## config.mk

```make
export PLATFORM = sky130hd
export DESIGN_NAME = strip_fan_triangle_assembler
export DESIGN_NICKNAME = d
export VERILOG_FILES = /design/src/sv/sfta_pkg.sv /design/src/sv/sfta_front.sv /design/src/sv/sfta_fifo.sv /design/src/sv/sfta_back.sv /design/src/sv/strip_fan_triangle_assembler.sv
export VERILOG_INCLUDE_DIRS = /design/src /design/src/sv
export SDC_FILE = /design/constraint.sdc
export NUM_CORES = 1
export LEC_CHECK = 0
export BUFFER_PORTS_ARGS = -buffer_cell sky130_fd_sc_hd__buf_2
export CAP_MARGIN = 20
export CORE_ASPECT_RATIO = 0.7
export CORE_MARGIN = 5
export CORE_UTILIZATION = 25
export DETAILED_ROUTE_END_ITERATION = 7
export PLACE_DENSITY_LB_ADDON = 0.12
export RECOVER_POWER = 25
export REMOVE_ABC_BUFFERS = 1
export SLEW_MARGIN = 5
export SYNTH_ARGS = -nofsm -noshare
export SYNTH_HDL_FRONTEND = slang
export SYNTH_SLANG_ARGS = --single-unit
```

## constraint.sdc

```tcl
create_clock -name i_clk -period 9.3 [get_ports i_clk]
set_clock_uncertainty 0.2 [all_clocks]
set_input_delay 0.93 -clock i_clk [delete_from_list [all_inputs] [get_ports i_clk]]
set_output_delay 0.93 -clock i_clk [all_outputs]
set_load 0.01 [all_outputs]
```

## src/sv/assert_macros.svh

```systemverilog
// assertion macros shared by the assembler rtl
// no dependencies; included by files that carry concurrent assertions
`ifndef ASSERT_MACROS_SVH
`define ASSERT_MACROS_SVH

// property must hold at every clock edge out of reset
`define SFTA_ASSERT(lbl, clk, rst_n, prop, msg) \
    lbl: assert property (@(posedge clk) disable iff (!(rst_n)) (prop)) else $error(msg);

// when ante holds, cons must hold in the same cycle
`define SFTA_ASSERT_IMP(lbl, clk, rst_n, ante, cons, msg) \
    lbl: assert property (@(posedge clk) disable iff (!(rst_n)) (ante) |-> (cons)) \
        else $error(msg);

`endif

```

## src/sv/sfta_pkg.sv

```systemverilog
// shared types and constants for the strip/fan triangle assembler
// no dependencies; imported by every module of the block
package sfta_pkg;

    localparam int MAX_VERTS  = 131072;
    localparam int WORD_W     = 16;
    localparam int RUN_W      = 16;
    localparam int SLOT_W     = 17;
    localparam int IPOS_W     = 19;
    localparam int KIND_W     = 2;
    localparam int VCNT_W     = $clog2(MAX_VERTS + 1);
    localparam int VSUM_W     = ((VCNT_W > RUN_W) ? VCNT_W : RUN_W) + 1;

    localparam int FIFO_DEPTH = 4;
    localparam int FIFO_AW    = $clog2(FIFO_DEPTH);
    localparam int FIFO_CW    = $clog2(FIFO_DEPTH + 1);

    localparam logic [KIND_W-1:0] KIND_VERTEX = 2'd0;
    localparam logic [KIND_W-1:0] KIND_TRI    = 2'd1;
    localparam logic [KIND_W-1:0] KIND_END    = 2'd2;
    localparam logic [KIND_W-1:0] KIND_OVF    = 2'd3;

    // one queued command: a result-producing word after classification
    typedef struct packed {
        logic [KIND_W-1:0]        kind;
        logic                     has_tri;
        logic [SLOT_W-1:0]        slot;
        logic signed [WORD_W-1:0] vert_ref;
        logic signed [WORD_W-1:0] norm_ref;
        logic signed [WORD_W-1:0] tex_s;
        logic signed [WORD_W-1:0] tex_t;
        logic [SLOT_W-1:0]        corner_a;
        logic [SLOT_W-1:0]        corner_b;
        logic [SLOT_W-1:0]        corner_c;
        logic [IPOS_W-1:0]        index_pos;
    } t_cmd;

    // one result word on the output channel
    typedef struct packed {
        logic [KIND_W-1:0]        kind;
        logic [SLOT_W-1:0]        slot;
        logic signed [WORD_W-1:0] vert_ref;
        logic signed [WORD_W-1:0] norm_ref;
        logic signed [WORD_W-1:0] tex_s;
        logic signed [WORD_W-1:0] tex_t;
        logic [SLOT_W-1:0]        corner_a;
        logic [SLOT_W-1:0]        corner_b;
        logic [SLOT_W-1:0]        corner_c;
        logic [IPOS_W-1:0]        index_pos;
        logic                     last;
    } t_res;

endpackage

```

## src/sv/sfta_front.sv

```systemverilog
// front end: accepts command words, tracks run state and counters,
// queues one command per result-producing word; uses sfta_pkg
`include "assert_macros.svh"
module sfta_front (
    input  logic                              i_clk,
    input  logic                              i_rst_n,
    input  logic                              i_valid,
    output logic                              o_ready,
    input  logic signed [sfta_pkg::WORD_W-1:0] i_word,
    input  logic                              i_new_build,
    input  logic                              i_q_ready,
    output logic                              o_push,
    output sfta_pkg::t_cmd                    o_cmd
);
    import sfta_pkg::*;

    logic [VCNT_W-1:0]  r_vcnt, n_vcnt, eff_vcnt;
    logic [IPOS_W-1:0]  r_icnt, n_icnt, eff_icnt;
    logic [VCNT_W-1:0]  r_start, n_start;
    logic [RUN_W-1:0]   r_len, n_len;
    logic [RUN_W-1:0]   r_pos, n_pos, eff_pos;
    logic [1:0]         r_phase, n_phase, eff_phase;
    logic               r_in_run, n_in_run, eff_in_run;
    logic               r_fan, n_fan;
    logic               r_drop, n_drop, eff_drop;
    logic signed [WORD_W-1:0] r_held [3];
    logic signed [WORD_W-1:0] n_held [3];

    logic               acc;
    logic [RUN_W-1:0]   wu;
    logic [RUN_W-1:0]   count;
    logic [VSUM_W-1:0]  sum;
    logic               ovf;
    logic [SLOT_W-1:0]  slot;
    t_cmd               cmd;
    logic               push;

    assign o_ready = i_q_ready;
    assign acc     = i_valid && i_q_ready;
    assign o_push  = push;
    assign o_cmd   = cmd;

    always_comb begin
        // new build clears counters and run state before the word
        eff_vcnt   = i_new_build ? '0 : r_vcnt;
        eff_icnt   = i_new_build ? '0 : r_icnt;
        eff_pos    = i_new_build ? '0 : r_pos;
        eff_phase  = i_new_build ? '0 : r_phase;
        eff_in_run = i_new_build ? 1'b0 : r_in_run;
        eff_drop   = i_new_build ? 1'b0 : r_drop;

        wu    = RUN_W'(i_word);
        count = i_word[WORD_W-1] ? RUN_W'(~wu + RUN_W'(1)) : wu;
        sum   = VSUM_W'(eff_vcnt) + VSUM_W'(count);
        ovf   = sum > VSUM_W'(MAX_VERTS);
        slot  = SLOT_W'(eff_vcnt);

        n_vcnt   = r_vcnt;
        n_icnt   = r_icnt;
        n_start  = r_start;
        n_len    = r_len;
        n_pos    = r_pos;
        n_phase  = r_phase;
        n_in_run = r_in_run;
        n_fan    = r_fan;
        n_drop   = r_drop;
        n_held   = r_held;
        push     = 1'b0;
        cmd      = '0;

        if (acc) begin
            n_vcnt   = eff_vcnt;
            n_icnt   = eff_icnt;
            n_pos    = eff_pos;
            n_phase  = eff_phase;
            n_in_run = eff_in_run;
            n_drop   = eff_drop;
            if (!eff_in_run) begin
                // header word
                if (wu == '0) begin
                    push     = 1'b1;
                    cmd.kind = KIND_END;
                end else begin
                    n_fan    = i_word[WORD_W-1];
                    n_in_run = 1'b1;
                    n_len    = count;
                    n_pos    = '0;
                    n_phase  = '0;
                    if (ovf) begin
                        n_drop   = 1'b1;
                        push     = 1'b1;
                        cmd.kind = KIND_OVF;
                    end else begin
                        n_drop  = 1'b0;
                        n_start = eff_vcnt;
                    end
                end
            end else if (eff_phase != 2'd3) begin
                n_held[eff_phase] = i_word;
                n_phase           = eff_phase + 2'd1;
            end else begin
                // closing word of a vertex group
                n_phase = '0;
                if (!eff_drop) begin
                    push         = 1'b1;
                    cmd.kind     = KIND_VERTEX;
                    cmd.slot     = slot;
                    cmd.vert_ref = r_held[0];
                    cmd.norm_ref = r_held[1];
                    cmd.tex_s    = r_held[2];
                    cmd.tex_t    = i_word;
                    if (eff_pos >= RUN_W'(2)) begin
                        cmd.has_tri = 1'b1;
                        if (r_fan) begin
                            cmd.corner_a = SLOT_W'(r_start);
                            cmd.corner_b = slot - SLOT_W'(1);
                        end else if (!eff_pos[0]) begin
                            cmd.corner_a = slot - SLOT_W'(2);
                            cmd.corner_b = slot - SLOT_W'(1);
                        end else begin
                            cmd.corner_a = slot - SLOT_W'(1);
                            cmd.corner_b = slot - SLOT_W'(2);
                        end
                        cmd.corner_c  = slot;
                        cmd.index_pos = eff_icnt;
                        n_icnt        = eff_icnt + IPOS_W'(3);
                    end
                    n_vcnt = eff_vcnt + VCNT_W'(1);
                end
                n_pos = eff_pos + RUN_W'(1);
                if (n_pos >= r_len) begin
                    n_in_run = 1'b0;
                    n_drop   = 1'b0;
                end
            end
        end
    end

    always_ff @(posedge i_clk) begin
        if (!i_rst_n) begin
            r_vcnt   <= '0;
            r_icnt   <= '0;
            r_start  <= '0;
            r_len    <= '0;
            r_pos    <= '0;
            r_phase  <= '0;
            r_in_run <= 1'b0;
            r_fan    <= 1'b0;
            r_drop   <= 1'b0;
        end else begin
            r_vcnt   <= n_vcnt;
            r_icnt   <= n_icnt;
            r_start  <= n_start;
            r_len    <= n_len;
            r_pos    <= n_pos;
            r_phase  <= n_phase;
            r_in_run <= n_in_run;
            r_fan    <= n_fan;
            r_drop   <= n_drop;
        end
    end

    // held words are always written before they are read
    always_ff @(posedge i_clk) begin
        r_held <= n_held;
    end

    `SFTA_ASSERT_IMP(a_idle_phase, i_clk, i_rst_n, !r_in_run, r_phase == 2'd0, "phase set outside a run")
    `SFTA_ASSERT(a_vcnt_cap, i_clk, i_rst_n, r_vcnt <= VCNT_W'(MAX_VERTS), "vertex count past capacity")

endmodule

```

## src/sv/sfta_fifo.sv

```systemverilog
// short command queue between front and back ends
// depends on sfta_pkg for the command type and depth
`include "assert_macros.svh"
module sfta_fifo (
    input  logic           i_clk,
    input  logic           i_rst_n,
    input  logic           i_push,
    input  sfta_pkg::t_cmd i_data,
    output logic           o_not_full,
    input  logic           i_pop,
    output logic           o_not_empty,
    output sfta_pkg::t_cmd o_head
);
    import sfta_pkg::*;

    t_cmd               r_mem [FIFO_DEPTH];
    logic [FIFO_AW-1:0] r_wptr, r_rptr;
    logic [FIFO_CW-1:0] r_count;

    assign o_not_full  = r_count != FIFO_CW'(FIFO_DEPTH);
    assign o_not_empty = r_count != '0;
    assign o_head      = r_mem[r_rptr];

    always_ff @(posedge i_clk) begin
        if (i_push) begin
            r_mem[r_wptr] <= i_data;
        end
    end

    always_ff @(posedge i_clk) begin
        if (!i_rst_n) begin
            r_wptr  <= '0;
            r_rptr  <= '0;
            r_count <= '0;
        end else begin
            if (i_push) begin
                r_wptr <= (r_wptr == FIFO_AW'(FIFO_DEPTH - 1)) ? '0 : r_wptr + FIFO_AW'(1);
            end
            if (i_pop) begin
                r_rptr <= (r_rptr == FIFO_AW'(FIFO_DEPTH - 1)) ? '0 : r_rptr + FIFO_AW'(1);
            end
            if (i_push && !i_pop) begin
                r_count <= r_count + FIFO_CW'(1);
            end else if (i_pop && !i_push) begin
                r_count <= r_count - FIFO_CW'(1);
            end
        end
    end

    `SFTA_ASSERT(a_no_underflow, i_clk, i_rst_n, !(i_pop && r_count == '0), "pop from empty queue")

endmodule

```

## src/sv/sfta_back.sv

```systemverilog
// back end: expands queued commands into one or two result words
// and holds them in the output register; uses sfta_pkg
`include "assert_macros.svh"
module sfta_back (
    input  logic           i_clk,
    input  logic           i_rst_n,
    input  logic           i_head_valid,
    input  sfta_pkg::t_cmd i_head,
    output logic           o_pop,
    output logic           o_valid,
    input  logic           i_ready,
    output sfta_pkg::t_res o_res
);
    import sfta_pkg::*;

    logic r_out_valid, n_out_valid;
    logic r_pend, n_pend;
    t_res r_res, n_res;
    logic load;

    assign load    = !r_out_valid || i_ready;
    assign o_valid = r_out_valid;
    assign o_res   = r_res;

    always_comb begin
        o_pop       = 1'b0;
        n_pend      = r_pend;
        n_out_valid = r_out_valid && !i_ready;
        n_res       = r_res;
        if (load) begin
            if (r_pend) begin
                // second word: the triangle closed by the vertex
                n_res           = '0;
                n_res.kind      = KIND_TRI;
                n_res.corner_a  = i_head.corner_a;
                n_res.corner_b  = i_head.corner_b;
                n_res.corner_c  = i_head.corner_c;
                n_res.index_pos = i_head.index_pos;
                n_res.last      = 1'b1;
                n_out_valid     = 1'b1;
                n_pend          = 1'b0;
                o_pop           = 1'b1;
            end else if (i_head_valid) begin
                n_res          = '0;
                n_res.kind     = i_head.kind;
                n_res.slot     = i_head.slot;
                n_res.vert_ref = i_head.vert_ref;
                n_res.norm_ref = i_head.norm_ref;
                n_res.tex_s    = i_head.tex_s;
                n_res.tex_t    = i_head.tex_t;
                n_res.last     = !i_head.has_tri;
                n_out_valid    = 1'b1;
                if (i_head.has_tri) begin
                    n_pend = 1'b1;
                end else begin
                    o_pop = 1'b1;
                end
            end
        end
    end

    always_ff @(posedge i_clk) begin
        if (!i_rst_n) begin
            r_out_valid <= 1'b0;
            r_pend      <= 1'b0;
        end else begin
            r_out_valid <= n_out_valid;
            r_pend      <= n_pend;
        end
    end

    always_ff @(posedge i_clk) begin
        r_res <= n_res;
    end

    `SFTA_ASSERT_IMP(a_pend_vertex, i_clk, i_rst_n, r_pend, r_out_valid && !r_res.last && r_res.kind == KIND_VERTEX, "pending triangle without its vertex word")
    `SFTA_ASSERT_IMP(a_pend_head, i_clk, i_rst_n, r_pend, i_head_valid && i_head.has_tri, "pending triangle lost its queue entry")

endmodule

```

## src/sv/strip_fan_triangle_assembler.sv

```systemverilog
// top level of the strip/fan triangle assembler
// instantiates sfta_front, sfta_fifo and sfta_back; uses sfta_pkg
//
// Takes one 16-bit command word per cycle while the queue has room (header,
// then four words per vertex) and emits vertex records, triangles, list-end
// and overflow words. The front end accepts a word every cycle while the
// four-entry command queue has room, updating all run state and counters in
// that cycle. The back end turns each queued command into results through
// a registered output: a vertex that closes a triangle yields two result
// words, every other command one. As a vertex spans four input words, the
// sustained rate is one input word per cycle while the output is not
// stalled. Results pass through the command queue and the output register.
// Output stalls back up through the queue and only then lower o_ready.
module strip_fan_triangle_assembler (
    input  logic                                i_clk,
    input  logic                                i_rst_n,
    // input channel
    input  logic                                i_valid,
    output logic                                o_ready,
    input  logic signed [sfta_pkg::WORD_W-1:0]  i_word,
    input  logic                                i_new_build,
    // output channel
    output logic                                o_valid,
    input  logic                                i_ready,
    output logic [sfta_pkg::KIND_W-1:0]         o_kind,
    output logic [sfta_pkg::SLOT_W-1:0]         o_slot,
    output logic signed [sfta_pkg::WORD_W-1:0]  o_vert_ref,
    output logic signed [sfta_pkg::WORD_W-1:0]  o_norm_ref,
    output logic signed [sfta_pkg::WORD_W-1:0]  o_tex_s,
    output logic signed [sfta_pkg::WORD_W-1:0]  o_tex_t,
    output logic [sfta_pkg::SLOT_W-1:0]         o_corner_a,
    output logic [sfta_pkg::SLOT_W-1:0]         o_corner_b,
    output logic [sfta_pkg::SLOT_W-1:0]         o_corner_c,
    output logic [sfta_pkg::IPOS_W-1:0]         o_index_pos,
    output logic                                o_last
);
    import sfta_pkg::*;

    // front to queue
    logic q_not_full;
    logic push;
    t_cmd cmd;
    // queue to back
    logic q_not_empty;
    logic pop;
    t_cmd head;
    // registered result word
    t_res res;

    sfta_front u_front (
        .i_clk       (i_clk),
        .i_rst_n     (i_rst_n),
        .i_valid     (i_valid),
        .o_ready     (o_ready),
        .i_word      (i_word),
        .i_new_build (i_new_build),
        .i_q_ready   (q_not_full),
        .o_push      (push),
        .o_cmd       (cmd)
    );

    sfta_fifo u_fifo (
        .i_clk       (i_clk),
        .i_rst_n     (i_rst_n),
        .i_push      (push),
        .i_data      (cmd),
        .o_not_full  (q_not_full),
        .i_pop       (pop),
        .o_not_empty (q_not_empty),
        .o_head      (head)
    );

    sfta_back u_back (
        .i_clk        (i_clk),
        .i_rst_n      (i_rst_n),
        .i_head_valid (q_not_empty),
        .i_head       (head),
        .o_pop        (pop),
        .o_valid      (o_valid),
        .i_ready      (i_ready),
        .o_res        (res)
    );

    // unpack the result word onto the field ports
    assign o_kind      = res.kind;
    assign o_slot      = res.slot;
    assign o_vert_ref  = res.vert_ref;
    assign o_norm_ref  = res.norm_ref;
    assign o_tex_s     = res.tex_s;
    assign o_tex_t     = res.tex_t;
    assign o_corner_a  = res.corner_a;
    assign o_corner_b  = res.corner_b;
    assign o_corner_c  = res.corner_c;
    assign o_index_pos = res.index_pos;
    assign o_last      = res.last;

endmodule

```

## After elaboration in Yosys (flattened, before gate mapping)

Memories as Yosys holds them, arrays and structs flattened. A register that Yosys moved wholly into a read port is not among the register bits.
Index checks and enable logic that the tools add are counted.

| cells by class | value |
|---|---|
| $add $sub $neg | 12 |
| $lt $le $gt $ge | 5 |
| equal/unequal tests | 4 |
| multiplexer cells | 68 |
| bitwise gates (word level) | 5 |
| reductions and logical operators | 19 |

Operators with widths:

| cell | count |
|---|---|
| $mux W154 | 3 |
| $mux W152 | 2 |
| $mux W16 | 6 |
| $mux W19 | 5 |
| $mux W18 | 4 |
| $mux W71 | 1 |
| $mux W70 | 1 |
| $mux W34 | 2 |
| $bwmux W48 | 1 |
| $add A16 B1 Y16 const B | 2 |
| $demux W16 S2 | 1 |
| $mux W1 | 29 |
| $mux W2 | 11 |
| $add A18 B16 Y19 | 1 |
| $add A19 B2 Y19 const B | 1 |
| $gt A19 B18 Y1 const B | 1 |
| $add A18 B1 Y18 const B | 1 |
| $sub A17 B1 Y17 const B | 1 |
| $sub A17 B2 Y17 const B | 1 |
| $ge A16 B16 Y1 | 1 |
| $ge A16 B2 Y1 const B | 1 |
| $logic_not A16 Y1 | 1 |
| $not A16 Y16 | 1 |
| $add A2 B1 Y2 const B | 3 |
| other kinds (18) | 32 |

| storage, ports and cells | value |
|---|---|
| register bits | 302 |
| RAM bits | 616 |
| output and inout port bits | 156 |
| word-level logic and storage cells | 142 |
| memories | 1 |

Memories:

| memory | words | bits a word | read ports | clocked after Yosys merged registers in | write ports | line | RTL |
|---|---|---|---|---|---|---|---|
| u_fifo.r_mem | 4 | 154 | 1 | 1 | 1 | sfta_fifo.sv:16 | `t_cmd r_mem [FIFO_DEPTH];` |

## Longest topological paths before layout

| depth | value |
|---|---|
| depth after elaboration | 13 |
| depth in mapped cells | 23 |
| mapped depth without buffers | 22 |

## Cells and area by module

A second synthesis with hierarchy kept.

| second synthesis, totals | value |
|---|---|
| cell total of the unflattened synthesis | 2373 |
| area, all modules | 38102.8 um^2 |

Modules (own cells, without submodules):

| module | times used | cells an instance | area an instance (um^2) |
|---|---|---|---|
| sfta_fifo | 1 | 849 | 22649.2 |
| sfta_front | 1 | 1187 | 9666.8 |
| sfta_back | 1 | 337 | 5786.8 |

## Worst setup path after synthesis

OpenSTA, ideal clock, no wires.

| timing path | value |
|---|---|
| kind | input-to-reg |
| from | in i_ready |
| to | reg u_fifo.r_count[2] |
| setup time | 0.070 ns |
| arrival | 9.132 ns |
| data required time | 9.030 ns |
| path slack | -0.102 ns |
| stages on the path | 10 |
| path buffers | 0 |
| cell sequence | nor2b_1 > nor2_1 > and2_1 > inv_1 > ha_1 > inv_1 > fa_1 > xor2_1 > or3_1 > a21oi_1 |

| on the way | value |
|---|---|
| longest elaborated chain between the ends | 5 |
| elaborated cells on any way between the ends | 7 |
| classes of those cells | mux: 2; reduce/logical: 5 |

Ends and longest elaborated chain:

| item | line | RTL |
|---|---|---|
| start: declaration | strip_fan_triangle_assembler.sv:24 | `input logic i_ready,` |
| $logic_or A1 B1 Y1 * | sfta_back.sv:21 | `assign load = !r_out_valid \|\| i_ready;` |
| $mux W1 * | sfta_back.sv:30 | `if (load) begin` |
| $logic_not A1 Y1 | sfta_fifo.sv:42 | `if (i_push && !i_pop) begin` |
| $logic_and A1 B1 Y1 | sfta_fifo.sv:42 |  |
| $mux W3 / $reduce_bool A2 Y1 (equally long branches) | n/a |  |
| end signal: assignment | sfta_fifo.sv:43 | `r_count <= r_count + FIFO_CW'(1);` |
| end signal: assignment | sfta_fifo.sv:45 | `r_count <= r_count - FIFO_CW'(1);` |
| end: declaration | sfta_fifo.sv:18 | `logic [FIFO_CW-1:0] r_count;` |

Every way passes the cells marked *; elsewhere a longest branch is shown, timed or not.
A chain may end at the register's enable or synchronous reset.

==> results.md <==
* Most frequent cells in the layout: edfxtp_1, clkbuf_1, nor2_1
* Layout cells sized above 1 at 14.1%
* Commonest non-fill, non-tap cell in the layout: edfxtp_1
* Failing checks: max-capacitance violations, max-slew violations
* Multi-input gate area in the final layout at 0.0104 mm²
* Met2 wire length at 43.9 mm
* Num rows at 119
* Core ar. at 0.150 mm²
* H-tree Lvls at 3
* Crit-path slowest cell: clkinvlp_2
* Post-Syn Area at 0.0378 mm²
* Antenna violations before repair at 7
* Synth unique cells at 70
* Area added between synthesis and finish at 17.0%
* Clock transition at path regs at 60 ps
* Seq/Total Area, Yosys at 70.3%
* Hold crit path type: reg -> reg
* Worst hold slack at 261 ps
* Cell family with most CP delay: buffers and inverters
* Router iterations before antenna repair at 5
* Total power at 0.00868 W
* # resized after CTS at 0
* Max_cap viols at 10
* CTS Root Cell: clkbuf_16
* Worst-Margin Slew at 4280 ps
* Status: complete, but fails checks
* Metal-1 WL at 50.8 mm
* Via-to-Cell Ratio at 4.42
* Crit. End Element: flip-flop
* Number of global-route vias before repair at 21.3k
* Total Die Area at 0.159 mm²
* Gate power share at 1.7%
* #FFs+latches synth at 920
* CTS tree: built
* Drt initial violations at 1406
* Io pins at 177
* Synth Flop Type: edfxtp_1
* DR WL/cell at 22.1 µm
* Port Buf Inserts at 176
* Vias at 20.6k
* Routed Wire Length at 103 mm
* Post-synth EDFFs at 818
* CTS Buf Count at 102
* Ys Warns at 0
* Most common cell on crit path: clkbuf_1
* GRT Util Overall at 12.7%
* Period utilization at 72.3%
* Post-cts hold buffer count at 0
* Buf+Inv Stages, Crit Path at 4
* Crit path time final at 6720 ps
* Post-route ant nets at 0
* Final hold vios at 0
* CP max FO at 45
* RSZ-0062 raised after global routing: false
* Post-CTS Setup Repair Bufs at 0
* Fmax at 0.149 GHz
* Max Root-Sink Buffers at 3
* Clk_lat worst skew at 700 ps
* Critical path launch point type: input pin
* Final Setup Violations at 0
* Reg area at 0.0266 mm²
* Mean Syn Cell Area at 15.9 µm²
* Worst EP required at 9720 ps
* Max Slew Vio Count at 424
* Sequential share of power at 51.2%
* Worst Setup Path Type: in -> reg
* Die height at 335 µm
* Largest net degree at the start of global routing at 114
* Hpwl dp at 65.2 mm
* Final non-filler cell total at 4653
* Worst vdd ir at 0.127 mV
* Initial Util at 25.2%
* Switching share of power at 20.7%
* Pwr dens at 196 mW/mm²
* Die X at 475 µm
* Async set-reset flop share out of synthesis at 0%
* Pint at 0.00689 W
* Power share of the clock group at 47.1%
* Clock sink total at 920
* Delay of the slowest cell on the worst path at 2150 ps
* Top routing layer in use: met5
* Routability cong. at 0.876
* CP cell instances: buf_2, clkbuf_1, clkinvlp_2, clkbuf_1, or3_1, mux2i_1
* Grt total ovfl at 0
* Met3 wire len at 5.56 mm
* Sw Pwr at 0.00179 W
* First-pass GRT wire length at 150 mm
* Worst Path Arrival at 7140 ps
* Gate Count Post-Synth at 2378
* Final nets at 2641
* DRC viols at 0
* Dpl cells at 4456
* Normalized max-slew margin at -185%
* Leak at 14.3 nW
* Fillers at 15.0k
## stage by stage
step	area [µm²]	setup slack, ps	util [%]	TNS (ps)
finish	44300	2580	29.4	0
CTS	44500	3490	29.6	0
global placement	41000	2300	27.3	0
floorplan	37200	-1690	-	-92260
global route	44200	1650	29.4	0
detailed placement	41100	2740	27.3	0
## per-layer routing
layer	track usage, %	vias to the layer above
met4	3.11	2
met3	3.11	144
met5	0	-
met2	18.9	474
met1	18.7	10600
li1	-	9355
## flip-flops by register name (all words and copies together) (netlist names), named ones only
signal and cells:
u_back.o_res 154, u_back.o_valid 1, u_back.r_pend 1, u_fifo.r_count 3
u_fifo.r_mem 616, u_fifo.r_rptr 2, u_fifo.r_wptr 2, u_front.r_drop 1
u_front.r_fan 1, u_front.r_held 48, u_front.r_icnt 19, u_front.r_in_run 1
u_front.r_len 16, u_front.r_phase 2, u_front.r_pos 16, u_front.r_start 17
u_front.r_vcnt 18
## tightest hold or removal path, stage by stage (launching register included)
cell,delay (ps)
dfxtp_1,310
nand2_1,50
a21oi_1,50
## cells by family (layout without fill, tap and decap cells)
kind of cell               after synthesis  after routing  synth area share [%]
xor gates and xnor gates                82             82                  1.90
AOI/OAI and AO/OA                      195            195                  3.32
and+or+nand+nor                        753            753                  10.4
buffers and inverters                  186            460                  2.14
adders and majority gates               55             55                  1.86
muxes                                  187            187                  10.1
DFF                                    920            920                  70.3
other                                    0              5                     0
## synthesized netlist by cell type (all sizes together) (5+ instances only)
| cell | instances | share of area [%] |
|---|---|---|
| a21oi | 55 | 0.73 |
| o21a | 9 | 0.18 |
| or3 | 22 | 0.37 |
| clkbuf | 91 | 1.0 |
| o21ai | 42 | 0.60 |
| nor2 | 181 | 1.8 |
| nand4 | 12 | 0.20 |
| a22oi | 24 | 0.48 |
| and2 | 150 | 2.5 |
| nand2 | 131 | 1.3 |
| mux2i | 27 | 0.71 |
| xor2 | 24 | 0.56 |
| and3 | 27 | 0.45 |
| nand3 | 41 | 0.54 |
| mux4 | 155 | 9.2 |
| nor4 | 13 | 0.21 |
| xnor2 | 58 | 1.3 |
| buf | 40 | 0.56 |
| nor2b | 96 | 1.6 |
| mux2 | 5 | 0.15 |
| a21o | 9 | 0.18 |
| ha | 53 | 1.8 |
| nor3b | 5 | 0.11 |
| nand2b | 31 | 0.53 |
| dfxtp | 102 | 5.4 |
| edfxtp | 818 | 65 |
| inv | 55 | 0.55 |
| nor3 | 24 | 0.34 |
| a211oi | 22 | 0.44 |
## power groups by stage
stage	Combinational, W	Sequential [W]	Clock (W)
after detailed placement	0.000151	0.00453	0
after CTS	0.000152	0.00444	0.00426
final	0.000151	0.00444	0.00409
after global placement	0.000151	0.00453	0
after global routing	0.000166	0.00444	0.00442
after floorplan	0.0000784	0.00453	0
## path summary, 6_finish.rpt
check,depth (start not counted),from,slack [ps],to
setup / recovery,6,i_rst_n,2580,u_fifo.r_wptr[0]
hold / removal,2,u_front.r_len[1],260,u_front.r_len[1]
setup reg to reg,3,flip-flop,2680,u_back.o_res[54]
hold reg to reg,2,u_front.r_len[1],260,u_front.r_len[1]
## final cells by class
cell class,count,share of cell area (%)
sequential,920,60.1
clock buffer,123,6.11
inverter,55,0.469
timing repair buffer,214,2.48
multi-input combinational,1272,23.6
tap,1996,5.64
antenna,5,0.0283
clock inverter,68,1.54
Power figures use the tool's default switching activity.
